File: config.mk
export PLATFORM = sky130hd
export DESIGN_NAME = integer_literal_parser
export DESIGN_NICKNAME = d
export VERILOG_FILES = /design/src/rtl/core/ilp_pkg.sv /design/src/rtl/core/ilp_in_reg.sv /design/src/rtl/core/ilp_step.sv /design/src/rtl/core/ilp_out_reg.sv /design/src/rtl/core/integer_literal_parser.sv
export SDC_FILE = /design/constraint.sdc
export NUM_CORES = 1
export LEC_CHECK = 0
export BUFFER_PORTS_ARGS = -buffer_cell sky130_fd_sc_hd__clkbuf_2
export CAP_MARGIN = 25
export CORE_MARGIN = 5
export CORE_UTILIZATION = 39
export CTS_CLUSTER_SIZE = 24
export DETAILED_ROUTE_END_ITERATION = 10
export PLACE_DENSITY = 0.63
export SYNTH_ARGS = -nofsm -noshare
export SYNTH_HDL_FRONTEND = slang
export SYNTH_SLANG_ARGS = --single-unit
File: constraint.sdc
create_clock -name clk_i -period 6.08 [get_ports clk_i]
set_input_delay 1.216 -clock clk_i [delete_from_list [all_inputs] [get_ports clk_i]]
set_output_delay 1.216 -clock clk_i [all_outputs]
set_load 0.03 [all_outputs]
File: src/rtl/core/ilp_pkg.sv
// Shared types, character codes and digit decode for the integer literal parser.
// No dependencies; every module but ilp_checker references it by scoped names.
package ilp_pkg;

  typedef enum logic [1:0] {
    RADIX_DEC = 2'd0,
    RADIX_HEX = 2'd1,
    RADIX_OCT = 2'd2,
    RADIX_BIN = 2'd3
  } radix_e;

  typedef enum logic [1:0] {
    POS_FIRST  = 2'd0,
    POS_SECOND = 2'd1,
    POS_LATER  = 2'd2
  } pos_e;

  localparam logic [7:0] CHAR_ZERO       = 8'h30;
  localparam logic [7:0] CHAR_NINE       = 8'h39;
  localparam logic [7:0] CHAR_A_LO       = 8'h61;
  localparam logic [7:0] CHAR_F_LO       = 8'h66;
  localparam logic [7:0] CHAR_A_UP       = 8'h41;
  localparam logic [7:0] CHAR_F_UP       = 8'h46;
  localparam logic [7:0] CHAR_UNDERSCORE = 8'h5F;
  localparam logic [7:0] CHAR_X_LO       = 8'h78;
  localparam logic [7:0] CHAR_X_UP       = 8'h58;
  localparam logic [7:0] CHAR_O_LO       = 8'h6F;
  localparam logic [7:0] CHAR_O_UP       = 8'h4F;
  localparam logic [7:0] CHAR_B_LO       = 8'h62;
  localparam logic [7:0] CHAR_B_UP       = 8'h42;

  // Digit value returned for a non-digit character
  localparam logic [4:0] DIGIT_NONE = 5'd16;

  typedef struct packed {
    logic [7:0] char_code;
    logic       final_char;
  } item_t;

  typedef struct packed {
    logic  valid;
    item_t item;
  } in_req_t;

  typedef struct packed {
    logic fire;
    logic is_valid;
  } res_t;

  // Decode a character into its digit value, or DIGIT_NONE
  function automatic logic [4:0] digit_of(input logic [7:0] c);
    logic [4:0] d;
    d = DIGIT_NONE;
    if (c >= CHAR_ZERO && c <= CHAR_NINE) begin
      d = 5'(c - CHAR_ZERO);
    end else if (c >= CHAR_A_LO && c <= CHAR_F_LO) begin
      d = 5'(c - CHAR_A_LO + 8'd10);
    end else if (c >= CHAR_A_UP && c <= CHAR_F_UP) begin
      d = 5'(c - CHAR_A_UP + 8'd10);
    end
    return d;
  endfunction

  // Check that a digit value lies below the base of a radix
  function automatic logic digit_fits(input logic [4:0] d, input radix_e r);
    logic ok;
    unique case (r)
      RADIX_DEC: ok = (d < 5'd10);
      RADIX_HEX: ok = (d < 5'd16);
      RADIX_OCT: ok = (d < 5'd8);
      RADIX_BIN: ok = (d < 5'd2);
      default:   ok = 1'b0;
    endcase
    return ok;
  endfunction

endpackage

File: src/rtl/core/ilp_in_reg.sv
// Input register stage of the integer literal parser.
// Depends on ilp_pkg for the request types.
module ilp_in_reg (
  input  logic           clk_i,
  input  logic           rst_ni,
  input  logic           in_valid_i,
  input  logic [7:0]     char_code_i,
  input  logic           final_char_i,
  input  logic           advance_i,
  output logic           in_stall_o,
  output ilp_pkg::in_req_t req_o
);

  logic            valid_q, valid_d;
  ilp_pkg::item_t  item_q, item_d;
  logic            load;

  // Take a new request when the register is empty or being drained
  assign load       = !valid_q || advance_i;
  assign in_stall_o = !load;

  always_comb begin
    valid_d = valid_q;
    item_d  = item_q;
    if (load) begin
      valid_d = in_valid_i;
      if (in_valid_i) begin
        item_d.char_code  = char_code_i;
        item_d.final_char = final_char_i;
      end
    end
  end

  // Clear the valid flag under reset
  always_ff @(posedge clk_i or negedge rst_ni) begin
    if (!rst_ni) begin
      valid_q <= 1'b0;
    end else begin
      valid_q <= valid_d;
    end
  end

  // Capture the payload
  always_ff @(posedge clk_i) begin
    item_q <= item_d;
  end

  assign req_o.valid = valid_q;
  assign req_o.item  = item_q;

endmodule

File: src/rtl/core/ilp_step.sv
// Parse state and per-character update of the integer literal parser.
// Depends on ilp_pkg for radix, position, digit decode and result types.
module ilp_step #(
  parameter int VALUE_BITS = 64
) (
  input  logic                  clk_i,
  input  logic                  rst_ni,
  input  ilp_pkg::in_req_t      req_i,
  input  logic                  out_ready_i,
  output logic                  advance_o,
  output ilp_pkg::res_t         res_o,
  output logic [VALUE_BITS-1:0] value_o
);

  localparam int WideBits = VALUE_BITS + 4;

  logic [VALUE_BITS-1:0] accum_q, accum_d, accum_n;
  ilp_pkg::radix_e       radix_q, radix_d, radix_n;
  ilp_pkg::pos_e         pos_q, pos_d, pos_n;
  logic                  first_zero_q, first_zero_d, first_zero_n;
  logic                  seen_digit_q, seen_digit_d, seen_digit_n;
  logic                  prior_us_q, prior_us_d, prior_us_n;
  logic                  failed_q, failed_d, failed_n;

  logic [7:0]            c;
  logic [4:0]            digit;
  logic [WideBits-1:0]   acc_ext, product, sum;
  logic                  overflow;
  logic                  is_prefix;
  ilp_pkg::radix_e       prefix_radix;
  logic                  ok;

  assign c = req_i.item.char_code;

  // Consume a request; a final character needs room in the result register
  assign advance_o = req_i.valid && (!req_i.item.final_char || out_ready_i);

  // Scale the accumulator by the base with shifts, and one add for decimal
  assign acc_ext = {4'b0000, accum_q};
  always_comb begin
    unique case (radix_q)
      ilp_pkg::RADIX_DEC: product = (acc_ext << 3) + (acc_ext << 1);
      ilp_pkg::RADIX_HEX: product = acc_ext << 4;
      ilp_pkg::RADIX_OCT: product = acc_ext << 3;
      ilp_pkg::RADIX_BIN: product = acc_ext << 1;
      default:            product = acc_ext;
    endcase
  end

  assign digit    = ilp_pkg::digit_of(c);
  assign sum      = product + WideBits'(digit);
  assign overflow = |sum[WideBits-1:VALUE_BITS];

  // Detect a base prefix letter
  always_comb begin
    is_prefix    = 1'b1;
    prefix_radix = ilp_pkg::RADIX_DEC;
    priority if (c == ilp_pkg::CHAR_X_LO || c == ilp_pkg::CHAR_X_UP) begin
      prefix_radix = ilp_pkg::RADIX_HEX;
    end else if (c == ilp_pkg::CHAR_O_LO || c == ilp_pkg::CHAR_O_UP) begin
      prefix_radix = ilp_pkg::RADIX_OCT;
    end else if (c == ilp_pkg::CHAR_B_LO || c == ilp_pkg::CHAR_B_UP) begin
      prefix_radix = ilp_pkg::RADIX_BIN;
    end else begin
      is_prefix = 1'b0;
    end
  end

  // Advance the saturating character position
  always_comb begin
    unique case (pos_q)
      ilp_pkg::POS_FIRST:  pos_n = ilp_pkg::POS_SECOND;
      ilp_pkg::POS_SECOND: pos_n = ilp_pkg::POS_LATER;
      default:             pos_n = ilp_pkg::POS_LATER;
    endcase
  end

  // Apply one character to the parse state
  always_comb begin
    accum_n      = accum_q;
    radix_n      = radix_q;
    first_zero_n = first_zero_q;
    seen_digit_n = seen_digit_q;
    prior_us_n   = prior_us_q;
    failed_n     = failed_q;
    if (!failed_q) begin
      if (pos_q == ilp_pkg::POS_FIRST && c == ilp_pkg::CHAR_ZERO) begin
        first_zero_n = 1'b1;
      end
      if (pos_q == ilp_pkg::POS_SECOND && first_zero_q && is_prefix) begin
        radix_n      = prefix_radix;
        accum_n      = '0;
        seen_digit_n = 1'b0;
        prior_us_n   = 1'b0;
      end else if (c == ilp_pkg::CHAR_UNDERSCORE) begin
        if (!seen_digit_q || prior_us_q) begin
          failed_n = 1'b1;
        end else begin
          prior_us_n = 1'b1;
        end
      end else if (!ilp_pkg::digit_fits(digit, radix_q) || overflow) begin
        failed_n = 1'b1;
      end else begin
        accum_n      = sum[VALUE_BITS-1:0];
        seen_digit_n = 1'b1;
        prior_us_n   = 1'b0;
      end
    end
  end

  // Judge the literal from the updated state
  assign ok = !failed_n && seen_digit_n && !prior_us_n;

  always_comb begin
    res_o.fire     = advance_o && req_i.item.final_char;
    res_o.is_valid = ok;
    value_o        = ok ? accum_n : '0;
  end

  // Commit the update, or drop back to the start state after a final character
  always_comb begin
    accum_d      = accum_q;
    radix_d      = radix_q;
    pos_d        = pos_q;
    first_zero_d = first_zero_q;
    seen_digit_d = seen_digit_q;
    prior_us_d   = prior_us_q;
    failed_d     = failed_q;
    if (advance_o) begin
      if (req_i.item.final_char) begin
        accum_d      = '0;
        radix_d      = ilp_pkg::RADIX_DEC;
        pos_d        = ilp_pkg::POS_FIRST;
        first_zero_d = 1'b0;
        seen_digit_d = 1'b0;
        prior_us_d   = 1'b0;
        failed_d     = 1'b0;
      end else begin
        accum_d      = accum_n;
        radix_d      = radix_n;
        pos_d        = pos_n;
        first_zero_d = first_zero_n;
        seen_digit_d = seen_digit_n;
        prior_us_d   = prior_us_n;
        failed_d     = failed_n;
      end
    end
  end

  always_ff @(posedge clk_i or negedge rst_ni) begin
    if (!rst_ni) begin
      accum_q      <= '0;
      radix_q      <= ilp_pkg::RADIX_DEC;
      pos_q        <= ilp_pkg::POS_FIRST;
      first_zero_q <= 1'b0;
      seen_digit_q <= 1'b0;
      prior_us_q   <= 1'b0;
      failed_q     <= 1'b0;
    end else begin
      accum_q      <= accum_d;
      radix_q      <= radix_d;
      pos_q        <= pos_d;
      first_zero_q <= first_zero_d;
      seen_digit_q <= seen_digit_d;
      prior_us_q   <= prior_us_d;
      failed_q     <= failed_d;
    end
  end

endmodule

File: src/rtl/core/ilp_out_reg.sv
// Result register of the integer literal parser.
// Depends on ilp_pkg for the result type.
module ilp_out_reg #(
  parameter int VALUE_BITS = 64
) (
  input  logic                  clk_i,
  input  logic                  rst_ni,
  input  ilp_pkg::res_t         res_i,
  input  logic [VALUE_BITS-1:0] value_i,
  input  logic                  out_stall_i,
  output logic                  out_ready_o,
  output logic                  out_valid_o,
  output logic                  is_valid_o,
  output logic [VALUE_BITS-1:0] parsed_value_o
);

  logic                  valid_q, valid_d;
  logic                  is_valid_q, is_valid_d;
  logic [VALUE_BITS-1:0] value_q, value_d;

  // Room for a new request when empty or being taken this cycle
  assign out_ready_o = !valid_q || !out_stall_i;

  always_comb begin
    valid_d    = valid_q;
    is_valid_d = is_valid_q;
    value_d    = value_q;
    if (res_i.fire) begin
      valid_d    = 1'b1;
      is_valid_d = res_i.is_valid;
      value_d    = value_i;
    end else if (!out_stall_i) begin
      valid_d = 1'b0;
    end
  end

  always_ff @(posedge clk_i or negedge rst_ni) begin
    if (!rst_ni) begin
      valid_q <= 1'b0;
    end else begin
      valid_q <= valid_d;
    end
  end

  // Hold the payload until the next result
  always_ff @(posedge clk_i) begin
    is_valid_q <= is_valid_d;
    value_q    <= value_d;
  end

  assign out_valid_o    = valid_q;
  assign is_valid_o     = is_valid_q;
  assign parsed_value_o = value_q;

endmodule

File: src/rtl/core/integer_literal_parser.sv
// Streaming parser for an unsigned integer literal with optional 0x/0o/0b prefix.
// A result shows on out_valid_o in the cycle after its final character is taken.
// One character per unstalled cycle; the accumulator update (shift-add by the base
// plus digit and overflow check) completes between the input and result registers.
// Reset: rst_ni clears all control and parse state; the parser starts a new literal.
// Uses ilp_pkg, ilp_in_reg, ilp_step and ilp_out_reg.
module integer_literal_parser #(
  parameter int VALUE_BITS = 64
) (
  input  logic                  clk_i,
  input  logic                  rst_ni,
  input  logic                  in_valid_i,
  output logic                  in_stall_o,
  input  logic [7:0]            char_code_i,
  input  logic                  final_char_i,
  output logic                  out_valid_o,
  input  logic                  out_stall_i,
  output logic                  is_valid_o,
  output logic [VALUE_BITS-1:0] parsed_value_o
);

  ilp_pkg::in_req_t      req;
  ilp_pkg::res_t         res;
  logic [VALUE_BITS-1:0] value;
  logic                  advance;
  logic                  out_ready;

  // Register the incoming character
  ilp_in_reg u_in_reg (
    .clk_i        (clk_i),
    .rst_ni       (rst_ni),
    .in_valid_i   (in_valid_i),
    .char_code_i  (char_code_i),
    .final_char_i (final_char_i),
    .advance_i    (advance),
    .in_stall_o   (in_stall_o),
    .req_o        (req)
  );

  // Update the parse state
  ilp_step #(
    .VALUE_BITS (VALUE_BITS)
  ) u_step (
    .clk_i       (clk_i),
    .rst_ni      (rst_ni),
    .req_i       (req),
    .out_ready_i (out_ready),
    .advance_o   (advance),
    .res_o       (res),
    .value_o     (value)
  );

  // Register the result
  ilp_out_reg #(
    .VALUE_BITS (VALUE_BITS)
  ) u_out_reg (
    .clk_i          (clk_i),
    .rst_ni         (rst_ni),
    .res_i          (res),
    .value_i        (value),
    .out_stall_i    (out_stall_i),
    .out_ready_o    (out_ready),
    .out_valid_o    (out_valid_o),
    .is_valid_o     (is_valid_o),
    .parsed_value_o (parsed_value_o)
  );

endmodule

### Word-level counts from Yosys, hierarchy flattened

Cells that the tools add are included.

* register bits after elaboration: 148
* bits of input ports: 13
* output and inout bits: 67
* logic and storage cells: 125

* add/subtract/negate cells: 7
* $lt $le $gt $ge: 10
* eq/ne operators: 14
* mux-type cells: 46
* reductions and logical operators: 35

Operators with widths (number)
* 64-bit 2-to-1 mux: 5
* 68-bit case mux with 4 select lines: 1
* 67-bit by 65-bit adder with 68-bit output: 1
* 68-bit by 5-bit adder with 68-bit output: 1
* 8-bit by 7-bit equality test with 1-bit output (second input constant): 7
* 1-bit 2-to-1 mux: 28
* 8-bit by 7-bit >= comparator with 1-bit output (second input constant): 2
* 8-bit by 7-bit <= comparator with 1-bit output (second input constant): 2
* 2-bit 2-to-1 mux: 8
* 5-bit 2-to-1 mux: 3
* 5-bit by 4-bit adder with 5-bit output (second input constant): 2
* 1-bit logical AND: 10
* 5-bit by 4-bit less-than comparator with 1-bit output (second input constant): 2
* 5-bit by 1-bit subtractor with 5-bit output (second input constant): 2
* 1-bit logical NOT: 9
* 8-bit by 6-bit equality test with 1-bit output (second input constant): 1
* 8-bit by 6-bit >= comparator with 1-bit output (second input constant): 1
* 8-bit by 6-bit <= comparator with 1-bit output (second input constant): 1
* 1-bit logical OR: 8
* 3-bit AND reduction: 2
* 5-bit by 2-bit less-than comparator with 1-bit output (second input constant): 1
* 5-bit less-than comparator (second input constant): 1
* 5-bit subtractor (second input constant): 1
* 2-bit by 1-bit equality test with 1-bit output (second input constant): 2
* other kinds (8): 11

### Depth between registers and ports, before layout

* depth after elaboration: 19
* gate-level depth with buffers: 28

### Modules after synthesis

From an unflattened synthesis, not the netlist that was laid out.

* cell total of the unflattened synthesis: 1742
* area, all modules: 14231.1 µm²

Modules (own cells, without submodules)
* ilp_step: instances 1, cells each 1659, area each 11907.7 µm²
* ilp_out_reg: instances 1, cells each 68, area each 1988.2 µm²
* ilp_in_reg: instances 1, cells each 15, area each 335.3 µm²

### Worst setup path before layout

Ideal clock, no wire load.

* kind: register to register
* start point: register u_step.radix_q[1]
* end point: register u_step.accum_q[6]
* setup time: 0.076 ns
* data arrival time: 6.271 ns
* data required time: 6.004 ns
* setup slack: -0.266 ns
* cell stages (with the launch flop): 25
* clock period less this slack: 6.346 ns
* cells stage by stage: dfrtp_1 buf_2 buf_2 clkbuf_1 clkbuf_1 buf_2 buf_1 buf_1 clkbuf_1 mux4_2 ha_1 o21ai_0 nand2b_1 nand2_1 nor4_1 nand4_1 nor4_1 nand4b_1 or3_1 nor3_1 a21oi_1 o21a_4 o311ai_4 buf_6 o2bb2ai_2

* cells in the longest elaborated chain, start to end: 12

Ends and longest elaborated chain
* start: declaration: RTL line ilp_step.sv:18 `ilp_pkg::radix_e radix_q, radix_d, radix_n;`
* start signal: assignment: RTL line ilp_step.sv:153 `radix_q <= ilp_pkg::RADIX_DEC;`
* start signal: assignment: RTL line ilp_step.sv:161 `radix_q <= radix_d;`
* parallel branches: the longest is 7 deep, another holds 68-bit by 5-bit adder with 68-bit output
* 64-bit 2-to-1 mux (*): RTL line ilp_step.sv:101 `end else if (!ilp_pkg::digit_fits(digit, radix_q) || overflow) begin`
* 64-bit 2-to-1 mux (*): RTL line ilp_step.sv:95 `end else if (c == ilp_pkg::CHAR_UNDERSCORE) begin`
* 64-bit 2-to-1 mux (*): RTL line ilp_step.sv:90 `if (pos_q == ilp_pkg::POS_SECOND && first_zero_q && is_prefix) begin`
* 64-bit 2-to-1 mux (*): RTL line ilp_step.sv:86 `if (!failed_q) begin`
* 64-bit 2-to-1 mux (*): RTL line ilp_step.sv:130 `if (req_i.item.final_char) begin`
* end signal: assignment: RTL line ilp_step.sv:160 `accum_q <= accum_d;`
* end: declaration: RTL line ilp_step.sv:17 `logic [VALUE_BITS-1:0] accum_q, accum_d, accum_n;`

Every way passes the cells marked *. The select of a mux whose other input is x is not followed.
A chain may end at the register's enable or synchronous reset.

### Worst setup path in the final report

* start point: register u_step.accum_q[3]
* end point: register u_step.accum_q[23]

* cells in the longest elaborated chain, start to end: 10

Ends and longest elaborated chain
* 67-bit by 65-bit adder with 68-bit output: RTL line ilp_step.sv:42 `ilp_pkg::RADIX_DEC: product = (acc_ext << 3) + (acc_ext << 1);`
* 68-bit case mux with 4 select lines (*): RTL line ilp_step.sv:41 `unique case (radix_q)`
* 68-bit by 5-bit adder with 68-bit output (*): RTL line ilp_step.sv:51 `assign sum = product + WideBits'(digit);`
* 4-bit OR reduction: RTL line ilp_step.sv:52 `assign overflow = |sum[WideBits-1:VALUE_BITS];`
* 1-bit logical OR: RTL line ilp_step.sv:101
* 64-bit 2-to-1 mux (*): RTL line ilp_step.sv:101
* 64-bit 2-to-1 mux (*): RTL line ilp_step.sv:95
* 64-bit 2-to-1 mux (*): RTL line ilp_step.sv:90
* 64-bit 2-to-1 mux (*): RTL line ilp_step.sv:86
* 64-bit 2-to-1 mux (*): RTL line ilp_step.sv:130

Every way passes the cells marked *; elsewhere a longest branch is shown, timed or not.

==> metrics.md <==
| Metric | Value |
|---|---|
| Status | completed |
| Net count reported at finish | 1850 |
| Max-slew violations | 0 |
| Layout cell share with drive strength beyond 1 | 0.182 |
| Avg Vias per Cell | 6.14 |
| Tot Pwr | 2.38 mW |
| P per Cell Area | 147 nW/um^2 |
| Post-synth EDFFs | 74 |
| FF+latch count, synth | 148 |
| Crit-path max FO | 11 |
| RSZ-0062 raised after global routing | true |
| Starting Density | 0.396 |
| Area Growth Syn to Fin | 14.6% |
| Area leader, netlist | edfxtp_1 |
| CP Data Required Time | 6420 ps |
| CP bufs+invs | 3 |
| Initial DRT Pass Iterations | 6 |
| Reg2reg setup slack | 150 ps |
| Hold path start | u_step.seen_digit_q |
| Setup TNS | 0 ps |
| Final hold vios | 0 |
| Detailed-route via count | 13700 |
| Post-synth top flop | edfxtp_1 |
| Max Freq | 169 MHz |
| Syn nets | 1762 |
| Reg2reg path depth | 17 |
| Placed cells | 2191 |
| Final cell count without fillers | 2238 |
| Commonest non-fill, non-tap cells in the layout | 177 x nand2_1, 176 x nor2_1, 141 x a21oi_1 |
| # setup viols final | 0 |
| Synth async-reset ratio | 0.500 |
| Rel. slew slack | 0.368 |
| Critical path launch point type | flop |
| Yosys cell types | 98 |
| Worst path arrival time | 6270 ps |
| Die W | 200 um |
| Port bufs | 79 |
| Die area | 40100 sq um |
| Routed Antenna Nets | 0 |
| Clock tree from TritonCTS | built |
| Final WL | 48900 um |
| Setup Skew | 10.8 ps |
| HP Class | flop to flop |
| CP Capture Type | flop |
| Leakage | 5.95 nW |
| # H-tree levels | 4 |
| CTS buffer count | 17 |
| Clock transition at the registers of the reported paths | 70 ps |
| Final worst path period share | 0.975 |
| Clk_lat worst skew | 460 ps |
| Synth top area cells | edfxtp_1 16%, dfrtp_1 13%, ha_1 6.3%, a21oi_1 5.0%, nand2_1 4.8% |
| Pin count of the biggest net entering global routing | 75 |
| IO Pins | 80 |
| WL/cell | 21.8 um |
| CP top delay family | compound AO/OA/AOI/OAI gates |
| Synth warn | 0 |
| Total gr overflow | 0 |
| DRT iter0 DRCs | 1229 |
| Row cnt | 69 |
| Fill count | 3556 |
| Most frequent CP cell | buf_12 |
| Hold path cells | 2 |
| Worst R2R Start | u_step.accum_q[3] |
| CORE AREA | 35700 sq um |
| Leading cell type in the layout, fill and taps excluded | nand2_1 |
| Yosys top cell area share | 0.157 |
| Seq/Total Area, Yosys | 0.289 |
| Max IR drop VDD | 0.197 mV |
| Max cap viols | 0 |
| Critical path class | flop to flop |
| DIE HEIGHT | 200 um |
| Hold endpoint | u_step.seen_digit_q |
| DRC Markers | 0 |
| Final GP Congestion | 0.987 |
| CP max stage cell | a2111oi_0 |
| Clock Tree Buf Depth | 2 |
| Overall Global Routing Usage | 0.234 |
| Mean Syn Cell Area | 8.42 sq um |
| Worst-Margin Slew | 946 ps |
| Post-route minimum period | 5930 ps |
| CTS sink count | 148 |
| Mapped cell area | 14100 sq um |
| Syn Inst Count | 1676 |
| Vias in the first global route | 13100 |
| Root Driver | clkbuf_16 |
| Antenna cells | 0 |
| DP Wirelength | 37700 um |
| Crit-path cells | ha_1 > nand3_1 > a2111oi_0 > a211oi_2 > o22ai_1 > o21ai_1 > a311o_1 > or4_4 > or4_1 > and4bb_1 > mux2i_2 > o21a_4 > o311ai_4 > buf_4 > buf_12 > buf_12 > a22o_1 |
| Reg2Reg Capture Point | u_step.accum_q[23] |
| First-pass GRT wire length | 76400 um |
| Critical path depth | 17 |
| Initial antenna violation count | 2 |
| Crit-path max cell delay | 590 ps |
cell families after synthesis:
family                     share of synthesized area
AOI/OAI and AO/OA                              0.279
xor gates and xnor gates                      0.0546
adders and majority gates                     0.0658
buffers and inverters                         0.0402
DFF                                            0.289
muxes                                         0.0415
and+or+nand+nor                                0.230
worst min-delay path: cells and delay by family, from the launching register on:
family | cells | cell delay, ps
flops | 1 | 350
simple gates | 2 | 100
flip-flops by register name, summed over array words and instances, names as in the netlist:
signal	cells
u_step.radix_q	2
u_out_reg.out_valid_o	1
u_step.prior_us_q	1
u_in_reg.valid_q	1
u_step.accum_q	64
u_step.seen_digit_q	1
u_out_reg.parsed_value_o	64
u_in_reg.req_o	9
u_step.pos_q	2
u_step.first_zero_q	1
u_step.failed_q	1
u_out_reg.is_valid_o	1
synth_stat cells (20+ instances only):
cell and number:
nand2_1 180, nor2_1 178, a21oi_1 142, o21ai_0 118, dfrtp_1 74, edfxtp_1 74, ha_1 71, clkbuf_1 55
xnor2_1 45, nand4_1 44, xor2_1 43, nor3_1 42, o2bb2ai_2 40, nand3_1 35, nand2b_1 30, a22o_1 27
buf_2 27, mux2i_1 27, inv_1 26, nor2b_1 26, a21o_1 20
per-layer routing:
metal,share of wire,GRT usage,vias up
li1,-,-,6515
met1,0.46,0.322,6736
met2,0.45,0.377,404
met3,0.057,0.0451,82
met4,0.027,0.0696,4
met5,0.00043,0,-
worst max-delay path by stage:
stage | end | from
floorplan | u_step.accum_q[25] | u_step.radix_q[1]
global placement | u_step.accum_q[30] | u_in_reg.req_o[2]
global route | u_step.accum_q[11] | u_in_reg.req_o[1]
CTS | u_step.accum_q[30] | u_in_reg.req_o[2]
finish | u_step.accum_q[23] | u_step.accum_q[3]
detailed placement | u_step.accum_q[35] | u_in_reg.req_o[2]
report_power, final:
group / internal (mW) / leakage (nW) / switching [mW]
Sequential: 1.08 / 1.74 / 0.0200
Combinational: 0.0665 / 3.95 / 0.136
Clock: 0.608 / 0.263 / 0.467
Total: 1.76 / 5.95 / 0.623
timing repair:
item / 4_1_cts / 5_1_grt
setup buffers: 0 / 13
gates cloned: 0 / 1
hold buffers: 0 / 0
resized for setup: 1 / 24
endpoints found under the setup margin: 61 / 131
pin swaps: 0 / 10
layout make-up:
cell class	count	area, sq um	area share
Clock inverter	13	149	0.00920
Tap cell	461	577	0.0356
Inverter	26	97.6	0.00603
Clock buffer	19	433	0.0268
Timing Repair Buffer	170	1230	0.0761
Sequential cell	148	4080	0.252
Multi-Input combinational cell	1401	9610	0.594
stage by stage:
stage          worst slack, ps  hold WS [ps]  instance area (sq um)  utilization
2_1_floorplan             28.5           447                  14100            -
3_3_place_gp               121           467                  15300        0.430
3_5_place_dp             -83.8           468                  15300        0.430
4_1_cts                   32.6           492                  15900        0.447
5_1_grt                  -56.2           547                  16200        0.454
6_report                   153           484                  16200        0.454
No activity file was read; power rests on OpenSTA's default activity.
